### src/rtl/bhsb_pkg.sv
// Package for the bucket handshake status blinker.
// Holds command and phase codes, register map, reset values and shared types.
// No dependencies.
`timescale 1ns / 1ps

package bhsb_pkg;

  localparam int unsigned CFG_AW = 5;
  localparam int unsigned CFG_DW = 32;

  typedef enum logic [2:0] {
    CMD_TICK     = 3'd0,
    CMD_RESEND   = 3'd1,
    CMD_OK       = 3'd2,
    CMD_REQUEST  = 3'd3,
    CMD_SENT     = 3'd4,
    CMD_RAISE    = 3'd5
  } cmd_t;

  localparam logic [2:0] PHASE_INIT      = 3'd0;
  localparam logic [2:0] PHASE_PARAMS    = 3'd1;
  localparam logic [2:0] PHASE_FRQ       = 3'd2;
  localparam logic [2:0] PHASE_DATA      = 3'd3;
  localparam logic [2:0] PHASE_REQUESTED = 3'd4;

  // register indexes (byte address = 4 * index)
  localparam logic [2:0] REG_PAUSE     = 3'd0;
  localparam logic [2:0] REG_CODE_TGL  = 3'd1;
  localparam logic [2:0] REG_OK_TGL    = 3'd2;
  localparam logic [2:0] REG_WAIT_TGL  = 3'd3;
  localparam logic [2:0] REG_LINK_TO   = 3'd4;
  localparam logic [2:0] REG_FIRST_ID  = 3'd5;
  localparam logic [2:0] REG_UNK_CODE  = 3'd6;

  localparam logic [15:0] RST_PAUSE    = 16'd800;
  localparam logic [15:0] RST_CODE_TGL = 16'd200;
  localparam logic [15:0] RST_OK_TGL   = 16'd500;
  localparam logic [15:0] RST_WAIT_TGL = 16'd2000;
  localparam logic [15:0] RST_LINK_TO  = 16'd2000;
  localparam logic [7:0]  RST_FIRST_ID = 8'd0;
  localparam logic [3:0]  RST_UNK_CODE = 4'd1;

  typedef struct packed {
    logic [15:0] pause_ms;
    logic [15:0] code_toggle_ms;
    logic [15:0] ok_toggle_ms;
    logic [15:0] wait_toggle_ms;
    logic [15:0] link_timeout_ms;
    logic [7:0]  first_bucket_id;
    logic [3:0]  unknown_bucket_code;
  } cfg_t;

  typedef struct packed {
    logic [3:0] error_code;
    logic [7:0] bucket_number;
    logic       from_logger;
    logic [2:0] command;
  } item_t;

  typedef struct packed {
    logic       link_alive;
    logic       buckets_ready;
    logic [3:0] latched_fault;
    logic       led_on;
  } result_t;

endpackage

### src/rtl/bhsb_cfg.sv
// Configuration register file with an APB-style slave port.
// Depends on bhsb_pkg.
`timescale 1ns / 1ps

module bhsb_cfg (
  input  logic                        clk,
  input  logic                        rst_n,
  input  logic                        psel,
  input  logic                        penable,
  input  logic                        pwrite,
  input  logic [bhsb_pkg::CFG_AW-1:0] paddr,
  input  logic [bhsb_pkg::CFG_DW-1:0] pwdata,
  output logic [bhsb_pkg::CFG_DW-1:0] prdata,
  output logic                        pready,
  output bhsb_pkg::cfg_t              cfg
);
  import bhsb_pkg::*;

  cfg_t       cfg_r;
  logic       wr_en;
  logic [2:0] reg_idx;

  assign pready  = 1'b1;
  assign wr_en   = psel && penable && pwrite;
  assign reg_idx = paddr[CFG_AW-1:2];
  assign cfg     = cfg_r;

  always_ff @(posedge clk) begin
    if (!rst_n) begin
      cfg_r.pause_ms            <= RST_PAUSE;
      cfg_r.code_toggle_ms      <= RST_CODE_TGL;
      cfg_r.ok_toggle_ms        <= RST_OK_TGL;
      cfg_r.wait_toggle_ms      <= RST_WAIT_TGL;
      cfg_r.link_timeout_ms     <= RST_LINK_TO;
      cfg_r.first_bucket_id     <= RST_FIRST_ID;
      cfg_r.unknown_bucket_code <= RST_UNK_CODE;
    end else if (wr_en) begin
      case (reg_idx)
        REG_PAUSE:    cfg_r.pause_ms            <= pwdata[15:0];
        REG_CODE_TGL: cfg_r.code_toggle_ms      <= pwdata[15:0];
        REG_OK_TGL:   cfg_r.ok_toggle_ms        <= pwdata[15:0];
        REG_WAIT_TGL: cfg_r.wait_toggle_ms      <= pwdata[15:0];
        REG_LINK_TO:  cfg_r.link_timeout_ms     <= pwdata[15:0];
        REG_FIRST_ID: cfg_r.first_bucket_id     <= pwdata[7:0];
        REG_UNK_CODE: cfg_r.unknown_bucket_code <= pwdata[3:0];
        default: ;
      endcase
    end
  end

  always_comb begin
    case (reg_idx)
      REG_PAUSE:    prdata = {16'd0, cfg_r.pause_ms};
      REG_CODE_TGL: prdata = {16'd0, cfg_r.code_toggle_ms};
      REG_OK_TGL:   prdata = {16'd0, cfg_r.ok_toggle_ms};
      REG_WAIT_TGL: prdata = {16'd0, cfg_r.wait_toggle_ms};
      REG_LINK_TO:  prdata = {16'd0, cfg_r.link_timeout_ms};
      REG_FIRST_ID: prdata = {24'd0, cfg_r.first_bucket_id};
      REG_UNK_CODE: prdata = {28'd0, cfg_r.unknown_bucket_code};
      default:      prdata = '0;
    endcase
  end

endmodule

### src/rtl/bhsb_core.sv
// Handshake state, timers and LED rule; updates state for one transaction.
// Depends on bhsb_pkg. Result reflects the state after the update.
`timescale 1ns / 1ps

module bhsb_core #(
  parameter int unsigned BUCKET_COUNT = 4
) (
  input  logic              clk,
  input  logic              rst_n,
  input  logic              en,
  input  bhsb_pkg::item_t   item,
  input  bhsb_pkg::cfg_t    cfg,
  output bhsb_pkg::result_t res
);
  import bhsb_pkg::*;

  localparam int unsigned IDX_W = (BUCKET_COUNT > 1) ? $clog2(BUCKET_COUNT) : 1;

  logic [31:0] now_r, now_nxt;
  logic [31:0] last_tgl_r, last_tgl_nxt;
  logic [31:0] last_req_r, last_req_nxt;
  logic [4:0]  blinks_r, blinks_nxt;
  logic        led_r, led_nxt;
  logic [3:0]  fault_r, fault_nxt;
  logic [2:0]  phase_r   [BUCKET_COUNT];
  logic [2:0]  phase_nxt [BUCKET_COUNT];

  logic [8:0]       id_diff;
  logic             known;
  logic [IDX_W-1:0] bidx;
  logic [31:0]      now_inc;
  logic [31:0]      since;
  logic             ready_cur, ready_nxt;
  logic             alive_tick;
  logic [15:0]      tgl_ms;

  assign id_diff = {1'b0, item.bucket_number} - {1'b0, cfg.first_bucket_id};
  assign known   = !id_diff[8] && (id_diff[7:0] < 8'(BUCKET_COUNT));
  assign bidx    = id_diff[IDX_W-1:0];

  assign now_inc    = now_r + 32'd1;
  assign since      = now_inc - last_tgl_r;
  assign alive_tick = (now_inc - last_req_r) < {16'd0, cfg.link_timeout_ms};

  always_comb begin
    ready_cur = 1'b1;
    for (int i = 0; i < BUCKET_COUNT; i++) begin
      if (phase_r[i] <= PHASE_FRQ) ready_cur = 1'b0;
    end
  end

  assign tgl_ms = (ready_cur && alive_tick) ? cfg.ok_toggle_ms : cfg.wait_toggle_ms;

  always_comb begin
    now_nxt      = now_r;
    last_tgl_nxt = last_tgl_r;
    last_req_nxt = last_req_r;
    blinks_nxt   = blinks_r;
    led_nxt      = led_r;
    fault_nxt    = fault_r;
    for (int i = 0; i < BUCKET_COUNT; i++) phase_nxt[i] = phase_r[i];

    case (item.command)
      CMD_TICK: begin
        now_nxt = now_inc;
        if (fault_r != 4'd0) begin
          if (blinks_r == 5'd0) begin
            if (since >= {16'd0, cfg.pause_ms}) begin
              led_nxt      = 1'b0;
              last_tgl_nxt = now_inc;
              blinks_nxt   = {fault_r, 1'b0};
            end
          end else if (since >= {16'd0, cfg.code_toggle_ms}) begin
            led_nxt      = !led_r;
            last_tgl_nxt = now_inc;
            blinks_nxt   = blinks_r - 5'd1;
          end
        end else if (since >= {16'd0, tgl_ms}) begin
          led_nxt      = !led_r;
          last_tgl_nxt = now_inc;
        end
      end
      CMD_RESEND: begin
        if (item.from_logger) begin
          for (int i = 0; i < BUCKET_COUNT; i++) phase_nxt[i] = PHASE_PARAMS;
        end
      end
      CMD_OK: begin
        if (item.from_logger) begin
          if (!known) begin
            fault_nxt = cfg.unknown_bucket_code;
          end else begin
            for (int i = 0; i < BUCKET_COUNT; i++) begin
              if (IDX_W'(i) == bidx && phase_r[i] <= PHASE_FRQ) phase_nxt[i] = PHASE_FRQ;
            end
          end
        end
      end
      CMD_REQUEST: begin
        if (!known) begin
          fault_nxt = cfg.unknown_bucket_code;
        end else begin
          last_req_nxt = now_r;
          for (int i = 0; i < BUCKET_COUNT; i++) begin
            if (IDX_W'(i) == bidx) phase_nxt[i] = PHASE_REQUESTED;
          end
        end
      end
      CMD_SENT: begin
        if (known) begin
          for (int i = 0; i < BUCKET_COUNT; i++) begin
            if (IDX_W'(i) == bidx && phase_r[i] == PHASE_REQUESTED) phase_nxt[i] = PHASE_DATA;
          end
        end
      end
      CMD_RAISE: fault_nxt = item.error_code;
      default: ;
    endcase
  end

  always_comb begin
    ready_nxt = 1'b1;
    for (int i = 0; i < BUCKET_COUNT; i++) begin
      if (phase_nxt[i] <= PHASE_FRQ) ready_nxt = 1'b0;
    end
  end

  assign res.led_on        = led_nxt;
  assign res.latched_fault = fault_nxt;
  assign res.buckets_ready = ready_nxt;
  assign res.link_alive    = (now_nxt - last_req_nxt) < {16'd0, cfg.link_timeout_ms};

  always_ff @(posedge clk) begin
    if (!rst_n) begin
      now_r      <= '0;
      last_tgl_r <= '0;
      last_req_r <= '0;
      blinks_r   <= '0;
      led_r      <= 1'b0;
      fault_r    <= '0;
      for (int i = 0; i < BUCKET_COUNT; i++) phase_r[i] <= PHASE_INIT;
    end else if (en) begin
      now_r      <= now_nxt;
      last_tgl_r <= last_tgl_nxt;
      last_req_r <= last_req_nxt;
      blinks_r   <= blinks_nxt;
      led_r      <= led_nxt;
      fault_r    <= fault_nxt;
      for (int i = 0; i < BUCKET_COUNT; i++) phase_r[i] <= phase_nxt[i];
    end
  end

endmodule

### src/rtl/bucket_handshake_status_blinker_unit.sv
// Bucket handshake status blinker, top level.
// Each transaction passes an input register and then a result register.
// Throughput: one transaction per cycle while out_tready holds; the core state update is a single pass.
// Reset (rst_n, synchronous, active low) clears all timers, the fault latch, the LED,
// sets every bucket phase to PHASE_INIT, and loads the register reset values.
// Depends on bhsb_pkg, bhsb_cfg and bhsb_core.
`timescale 1ns / 1ps

module bucket_handshake_status_blinker_unit #(
  parameter int unsigned BUCKET_COUNT = 4
) (
  input  logic                        clk,
  input  logic                        rst_n,
  // command[2:0], from_logger[3], bucket_number[11:4], error_code[15:12]
  input  logic [15:0]                 in_tdata,
  input  logic                        in_tvalid,
  output logic                        in_tready,
  // led_on[0], latched_fault[4:1], buckets_ready[5], link_alive[6], zero[7]
  output logic [7:0]                  out_tdata,
  output logic                        out_tvalid,
  input  logic                        out_tready,
  input  logic                        cfg_psel,
  input  logic                        cfg_penable,
  input  logic                        cfg_pwrite,
  input  logic [bhsb_pkg::CFG_AW-1:0] cfg_paddr,
  input  logic [bhsb_pkg::CFG_DW-1:0] cfg_pwdata,
  output logic [bhsb_pkg::CFG_DW-1:0] cfg_prdata,
  output logic                        cfg_pready
);
  import bhsb_pkg::*;

  cfg_t    cfg;
  item_t   item_r;
  logic    item_vld_r;
  result_t res;
  result_t res_r;
  logic    out_vld_r;
  logic    adv;

  // input stage moves on whenever the result register is free or being drained
  assign adv       = item_vld_r && (!out_vld_r || out_tready);
  assign in_tready = !item_vld_r || adv;

  bhsb_cfg u_cfg (
    .clk     (clk),
    .rst_n   (rst_n),
    .psel    (cfg_psel),
    .penable (cfg_penable),
    .pwrite  (cfg_pwrite),
    .paddr   (cfg_paddr),
    .pwdata  (cfg_pwdata),
    .prdata  (cfg_prdata),
    .pready  (cfg_pready),
    .cfg     (cfg)
  );

  bhsb_core #(
    .BUCKET_COUNT (BUCKET_COUNT)
  ) u_core (
    .clk   (clk),
    .rst_n (rst_n),
    .en    (adv),
    .item  (item_r),
    .cfg   (cfg),
    .res   (res)
  );

  always_ff @(posedge clk) begin
    if (!rst_n) begin
      item_vld_r <= 1'b0;
      out_vld_r  <= 1'b0;
    end else begin
      if (in_tready) item_vld_r <= in_tvalid;
      if (adv) begin
        out_vld_r <= 1'b1;
      end else if (out_tready) begin
        out_vld_r <= 1'b0;
      end
    end
  end

  always_ff @(posedge clk) begin
    if (in_tready && in_tvalid) item_r <= item_t'(in_tdata);
    if (adv) res_r <= res;
  end

  assign out_tvalid = out_vld_r;
  assign out_tdata  = {1'b0, res_r};

endmodule
### config.mk
export PLATFORM = sky130hd
export DESIGN_NAME = bucket_handshake_status_blinker_unit
export DESIGN_NICKNAME = d
export VERILOG_FILES = /design/src/rtl/bhsb_pkg.sv /design/src/rtl/bhsb_cfg.sv /design/src/rtl/bhsb_core.sv /design/src/rtl/bucket_handshake_status_blinker_unit.sv
export SDC_FILE = /design/constraint.sdc
export NUM_CORES = 1
export LEC_CHECK = 0
export BUFFER_PORTS_ARGS = -buffer_cell sky130_fd_sc_hd__buf_2
export CAP_MARGIN = 40
export CORE_AREA = 2 2 281 283
export CTS_BUF_LIST = sky130_fd_sc_hd__clkbuf_4
export CTS_CLUSTER_SIZE = 8
export DETAILED_ROUTE_END_ITERATION = 8
export DIE_AREA = 0 0 283 285
export GPL_TIMING_DRIVEN = 0
export PLACE_DENSITY = 0.48
export SKIP_LAST_GASP = 1
export SLEW_MARGIN = 20
export SYNTH_ARGS = -nofsm -noshare
export SYNTH_HDL_FRONTEND = slang
export SYNTH_SLANG_ARGS = --single-unit
### constraint.sdc
create_clock -name clk -period 10.5 [get_ports clk]
set_clock_uncertainty 0.05 [all_clocks]
set_input_delay 2.1 -clock clk [delete_from_list [all_inputs] [get_ports clk]]
set_output_delay 2.1 -clock clk [all_outputs]
set_load 0.1 [all_outputs]
# [Word level (Yosys, flattened, before mapping)]
# Memory sizes are Yosys's and may differ from the RTL's.
# Cells that the tools add are included.
# W data, S select, Z words.
[op_classes] n_reduce_logical=38 eq_ne=21 bitwise_logic=4 n_lt_le_gt_ge=14 n_addsub=6 mux=55
[op_table] cell="$mux W32" n=8
[op_table] cell="$pmux W16 S7" n=1
[op_table] cell="$ge A32 B16 Y1" n=3
[op_table] cell="$sub A32 B32 Y32" n=3
[op_table] cell="$lt A32 B16 Y1" n=2
[op_table] cell="$mux W12" n=5
[op_table] cell="$mux W3" n=16
[op_table] cell="$pmux W12 S4" n=1
[op_table] cell="$add A32 B1 Y32 const B" n=1
[op_table] cell="$eq A3 B3 Y1 const B" n=9
[op_table] cell="$le A3 B2 Y1 const B" n=8
[op_table] cell="$mux W1" n=17
[op_table] cell="$mux W16" n=1
[op_table] cell="$mux W5" n=3
[op_table] cell="$logic_and A1 B1 Y1" n=14
[op_table] cell="$reduce_and A2 Y1" n=7
[op_table] cell="$eq A3 B2 Y1 const B" n=4
[op_table] cell="$pmux W4 S3" n=1
[op_table] cell="$reduce_and A5 Y1" n=2
[op_table] cell="$sub A8 B8 Y9" n=1
[op_table] cell="$lt A8 B3 Y1 const B" n=1
[op_table] cell="$mux W4" n=2
[op_table] cell="$eq A3 B1 Y1 const B" n=2
[op_table] cell="$logic_not A3 Y1" n=2
[op_table] cell="other kinds (13)" n=24
[totals] ramBits=12 inputBits=60 output_inout_bits=43 mem_count=1 register_bits=223
[memory_table] memory="u_core.phase_r" depth=4 word_bits=3 rd=4 rd_clocked_by_memory_dff=0 wr=4 line_no="bhsb_core.sv:25" rtl="logic [2:0] phase_r [BUCKET_COUNT];"

# [Logic depth before layout (Yosys ltp)]
# An unclocked memory read counts as a cell.
[depth] depth_word=12 depth_mapped=38 depth_no_buf=36

# [By module]
# Synthesis repeated with hierarchy kept, for this count alone.
[hier_totals] cells_unflattened=2442 hier_area_um2=19449.9
[modules_own_cells] mod="bhsb_core" area_per_inst_um2=14279.9 cells_each=1950 n_inst=1
[modules_own_cells] mod="bhsb_cfg" area_per_inst_um2=4364.2 cells_each=458 n_inst=1
[modules_own_cells] mod="bucket_handshake_status_blinker_unit" area_per_inst_um2=805.8 cells_each=34 n_inst=1

# [Least setup slack after synthesis]
# Ideal clock, no wire load.
[synth_path] path_kind="input port to output port" from="input cfg_paddr[2] in the netlist's numbering" to="output cfg_prdata[10] in the netlist's numbering" path_buffers=2 slack_ps=2917 t_required_ps=8350 t_arrival_ps=5433 stages=5 cell_sequence="clkbuf_1 buf_1 mux4_2 inv_1 o21ai_0"
[synth_between] elab_chain_len=2
[synth_lines] item="start, declared" line_no="bucket_handshake_status_blinker_unit.sv:25" rtl="input logic [bhsb_pkg::CFG_AW-1:0] cfg_paddr,"
[synth_lines] item="$eq A3 B3 Y1, or another cell as far along" line_no="bhsb_cfg.sv:52" rtl="case (reg_idx)"
[synth_lines] item="$pmux W16 S7 *" line_no="bhsb_cfg.sv:52"
[synth_lines] item="end, declared" line_no="bucket_handshake_status_blinker_unit.sv:27" rtl="output logic [bhsb_pkg::CFG_DW-1:0] cfg_prdata,"
# Every way passes the cells marked *; elsewhere a longest branch is shown, timed or not.

# [Worst setup path in the final report]
[layout_path] from="register u_core.now_r[0]" to="register u_core.last_tgl_r[21]"
[layout_between] elab_chain_len=8
[layout_lines] item="start, declared" line_no="bhsb_core.sv:19" rtl="logic [31:0] now_r, now_nxt;"
[layout_lines] item="start signal, assigned" line_no="bhsb_core.sv:143" rtl="now_r <= now_nxt;"
[layout_lines] item="$add A32 B1 Y32 *" line_no="bhsb_core.sv:41" rtl="assign now_inc = now_r + 32'd1;"
[layout_lines] item="net u_core.now_inc[30]" line_no="bhsb_core.sv:31" rtl="logic [31:0] now_inc;"
[layout_lines] item="$sub A32 B32 Y32" line_no="bhsb_core.sv:43" rtl="assign alive_tick = (now_inc - last_req_r) < {16'd0, cfg.link_timeout_ms};"
[layout_lines] item="$lt A32 B16 Y1" line_no="bhsb_core.sv:43"
[layout_lines] item="$logic_and A1 B1 Y1" line_no="bhsb_core.sv:52" rtl="assign tgl_ms = (ready_cur && alive_tick) ? cfg.ok_toggle_ms : cfg.wait_toggle_ms;"
[layout_lines] item="$mux W16" line_no="bhsb_core.sv:52"
[layout_lines] item="$ge A32 B16 Y1" line_no="bhsb_core.sv:78" rtl="end else if (since >= {16'd0, tgl_ms}) begin"
[layout_lines] item="$reduce_bool A2 Y1 (no source line)"
[layout_lines] item="$reduce_and A5 Y1 (no source line) *"
[layout_lines] item="end signal, assigned" line_no="bhsb_core.sv:144" rtl="last_tgl_r <= last_tgl_nxt;"
[layout_lines] item="end, declared" line_no="bhsb_core.sv:20" rtl="logic [31:0] last_tgl_r, last_tgl_nxt;"
# The timed path passes the listed nets; every way through them passes the cells marked *. The select of a mux whose other input is x is not followed.
# A chain may end at the register's enable or synchronous reset.

==> metrics.md <==
| Metric | Value |
|---|---|
| Status | complete, no violations |
| Final WL | 67680 µm |
| Startpoint Class | register |
| Post-Synth XOR/XNOR Area | 0.06133 |
| Main synth FF type | dfxtp_1 |
| CP most frequent cell | a21o_1 |
| Critical Path RT | 11.08 ns |
| Gr usage total | 0.1643 |
| Clk slew on worst S/H paths | 0.06 ns |
| Grt ovf | 0 |
| Mapped Cells | 2517 |
| Hold WS | 0.4041 ns |
| Routed Antenna Nets | 0 |
| Fin nets | 2925 |
| Synth async-reset ratio | 0 |
| Crit path kind | register to register |
| Via density | 4.887 |
| Relative slew slack | 0.4055 |
| Vias in the first global route | 17780 |
| Worst EP arrival | 10.27 ns |
| Setup tns final | 0 ns |
| Share of total power in combinational logic | 0.247 |
| RSZ-0062 raised after global routing | no |
| Count of final setup violators | 0 |
| Die Y-Extent | 285 µm |
| First-pass GRT wire length | 104400 µm |
| Fmax | 0.1032 GHz |
| Worst skew pair latency | 0.84 ns |
| Starting DRT DRC Count | 1101 |
| Gpl congestion | 0.8472 |
| Main combinational cell family by area after synthesis | compound AO/OA/AOI/OAI gates |
| Commonest non-fill, non-tap cell in the layout | nand2_1 |
| H-tree Lvls | 3 |
| Crit path max fanout | 10 |
| CTS tree | built |
| Placement Rows | 103 |
| Worst slew pin tran | 0.8917 ns |
| CTS root buffer | clkbuf_4 |
| I/O Buffers | 63 |
| Sw frac | 0.3522 |
| Slew Viols, Final | 0 |
| Clock Power Share | 0.368 |
| Yosys cell types | 83 |
| Wire per inst | 17.89 µm |
| DIE AREA | 80660 µm² |
| CP endpoint kind | register |
| Number of remaining DRC errors | 0 |
| Final Critical Period | 9.687 ns |
| Die X | 283 µm |
| Worst min path class | register to register |
| YS warnings | 0 |
| Fin. Hold Viols | 0 |
| NetSw | 0.8712 mW |
| Top-level I/O count | 103 |
| Mean Syn Cell Area | 7.659 µm² |
| Total power | 2.474 mW |
| Hold buffer count at cts | 0 |
| Max-cap viol count | 0 |
| Max stage delay on crit path | 0.59 ns |
| Synth Area in Simple Gates | 0.2093 |
| Final worst path period share | 0.9225 |
| Drt pass-1 iters | 5 |
| Sequential share of power | 0.385 |
| Commonest cells after routing, fill and taps aside | nand2_1 (323), a21oi_1 (262), nor2_1 (237) |
| Power Internal | 1.603 mW |
| Flops & latches, synth | 235 |
| Via count | 18490 |
| PwrDens | 112.5 nW/µm² |
| Synth Area in Adders | 0.1216 |
| P_leak | 9.063 nW |
| Share of cells above drive strength 1 | 0.1125 |
| Pin count of the biggest net entering global routing | 17 |
| Area of the core | 77970 µm² |
| Mux cell area share after synthesis | 0.04634 |
| Final core utilization | 0.2820 |
| Worst VDD drop | 0.07258 mV |
| Clk sinks | 235 |
| Synth Area in Compound Gates | 0.2231 |
| Cts bufs inserted | 71 |
| Crit path max-delay cell type | dfxtp_1 |
| Layout area overhead | 14.05% |
| CTS max path bufs | 3 |
| Initial core utilization | 0.2473 |
| Mapped cell area | 19280 µm² |
| Post-DP HPWL | 54110 µm |
| Initial antenna violation count | 2 |
| Post-synth EDFFs | 35 |
| Sequential area share after synthesis | 0.2622 |
==> metal layers <==
layer  vias up  global-route usage  routed length (µm)
met2       439              0.2759               31450
met4         0             0.05971                1874
li1       9292                   -                   -
met1      8658              0.2156               31200
met3       105             0.02064                3150
met5         -                   0                   0
==> worst paths after layout <==
path / endpoint / startpoint / cells past startpoint / slack, ns
worst max-delay path: u_core.last_tgl_r[21]$_SDFFE_PN0P_ / u_core.now_r[0]$_SDFFE_PN0P_ / 34 / 0.81
worst min-delay path: u_cfg.cfg[17]$_SDFFE_PN0P_ / u_cfg.cfg[17]$_SDFFE_PN0P_ / 2 / 0.40
worst max register to register: u_core.last_tgl_r[21]$_SDFFE_PN0P_ / u_core.now_r[0]$_SDFFE_PN0P_ / 34 / 0.81
worst min register to register: u_cfg.cfg[17]$_SDFFE_PN0P_ / u_cfg.cfg[17]$_SDFFE_PN0P_ / 2 / 0.40
==> logic make-up (layout without fill, tap and decap cells) <==
logic type / count (synthesis) / in the layout
xor+xnor: 135 / 135
mux: 72 / 72
flops: 235 / 235
simple gates: 881 / 881
fa+ha+maj: 185 / 185
buf+inv: 335 / 532
compound gates: 672 / 672
other cells: 2 / 22
==> final cells by class <==
type | count | area (µm²)
timing repair buffer | 74 | 426.7
fill | 8602 | 55980
antenna | 4 | 10.01
buffer | 158 | 795.8
tap | 1050 | 1314
multi-input combinational | 1963 | 12840
clock buffer | 103 | 773.2
inverter | 177 | 664.4
clock inverter | 20 | 107.6
sequential | 235 | 5055
==> power by group through the flow <==
stage	logic [mW]	registers, mW	clock network (mW)
after floorplan	0.433	0.978	0
after global placement	0.603	0.972	0
after detailed placement	0.605	0.972	0
after CTS	0.609	0.952	0.944
after global routing	0.674	0.954	0.984
final	0.611	0.952	0.911
==> synthesized netlist by cell type, drive strengths merged, types with 6 or more instances <==
cell | number | area [µm²]
nand3 | 57 | 290.3
o31a | 10 | 87.58
o211ai | 29 | 217.7
or4 | 6 | 45.04
a211oi | 69 | 648.1
mux4 | 13 | 292.8
o31ai | 12 | 90.09
and2 | 9 | 56.30
o21ai | 111 | 555.5
mux2i | 51 | 510.5
xnor2 | 75 | 656.9
nor3 | 65 | 330.3
a21o | 41 | 307.8
a41oi | 6 | 52.55
nand2b | 25 | 156.4
inv | 177 | 664.4
mux2 | 8 | 90.09
nand4 | 44 | 281.5
nor2b | 24 | 150.1
ha | 181 | 2265
or2 | 6 | 37.54
a22oi | 8 | 60.06
edfxtp | 35 | 1051
o221ai | 8 | 70.07
xor2 | 60 | 525.5
and3 | 14 | 87.58
or3 | 30 | 187.7
nand2 | 323 | 1212
a31oi | 18 | 112.6
buf | 57 | 415.4
dfxtp | 200 | 4004
nor4 | 18 | 112.6
a21oi | 265 | 1338
o22ai | 17 | 106.4
nand3b | 7 | 52.55
nor2 | 238 | 895.9
clkbuf | 101 | 379.1
o21a | 11 | 83.83
o21bai | 19 | 142.6
==> critical path, delay by kind of cell, from the launching register on <==
family | cells | cell delay [ns]
buffers and inverters | 2 | 0.45
and+or+nand+nor | 17 | 4.87
AOI/OAI and AO/OA | 10 | 1.60
xor gates and xnor gates | 1 | 0.44
muxes | 1 | 0.49
DFF | 1 | 0.59
adders and majority gates | 3 | 1.04
==> through the flow <==
stage / cells / area, µm² / setup slack, ns
2_1_floorplan: 2533 / 19340 / 2.917
3_3_place_gp: 3646 / 20970 / 0.5288
3_5_place_dp: 3655 / 21070 / 0.5434
4_1_cts: 3778 / 21950 / 0.5069
5_1_grt: 3784 / 21990 / 0.07446
6_report: 3784 / 21990 / 0.8133
==> sequential cells by signal (all words and copies together), names as in the netlist, 4 cells and up <==
name               flops
u_cfg.cfg             92
out_tdata              7
u_core.last_req_r     32
u_core.fault_r         4
u_core.last_tgl_r     32
u_core.phase_r        12
u_core.now_r          32
u_core.blinks_r        5
item_r                16
==> timing repair <==
item,4_1_cts,5_1_grt
endpoints found under the setup margin,0,20
buffers inserted,0,0
gates resized for setup,0,1
(Power assumes the default switching activity.)
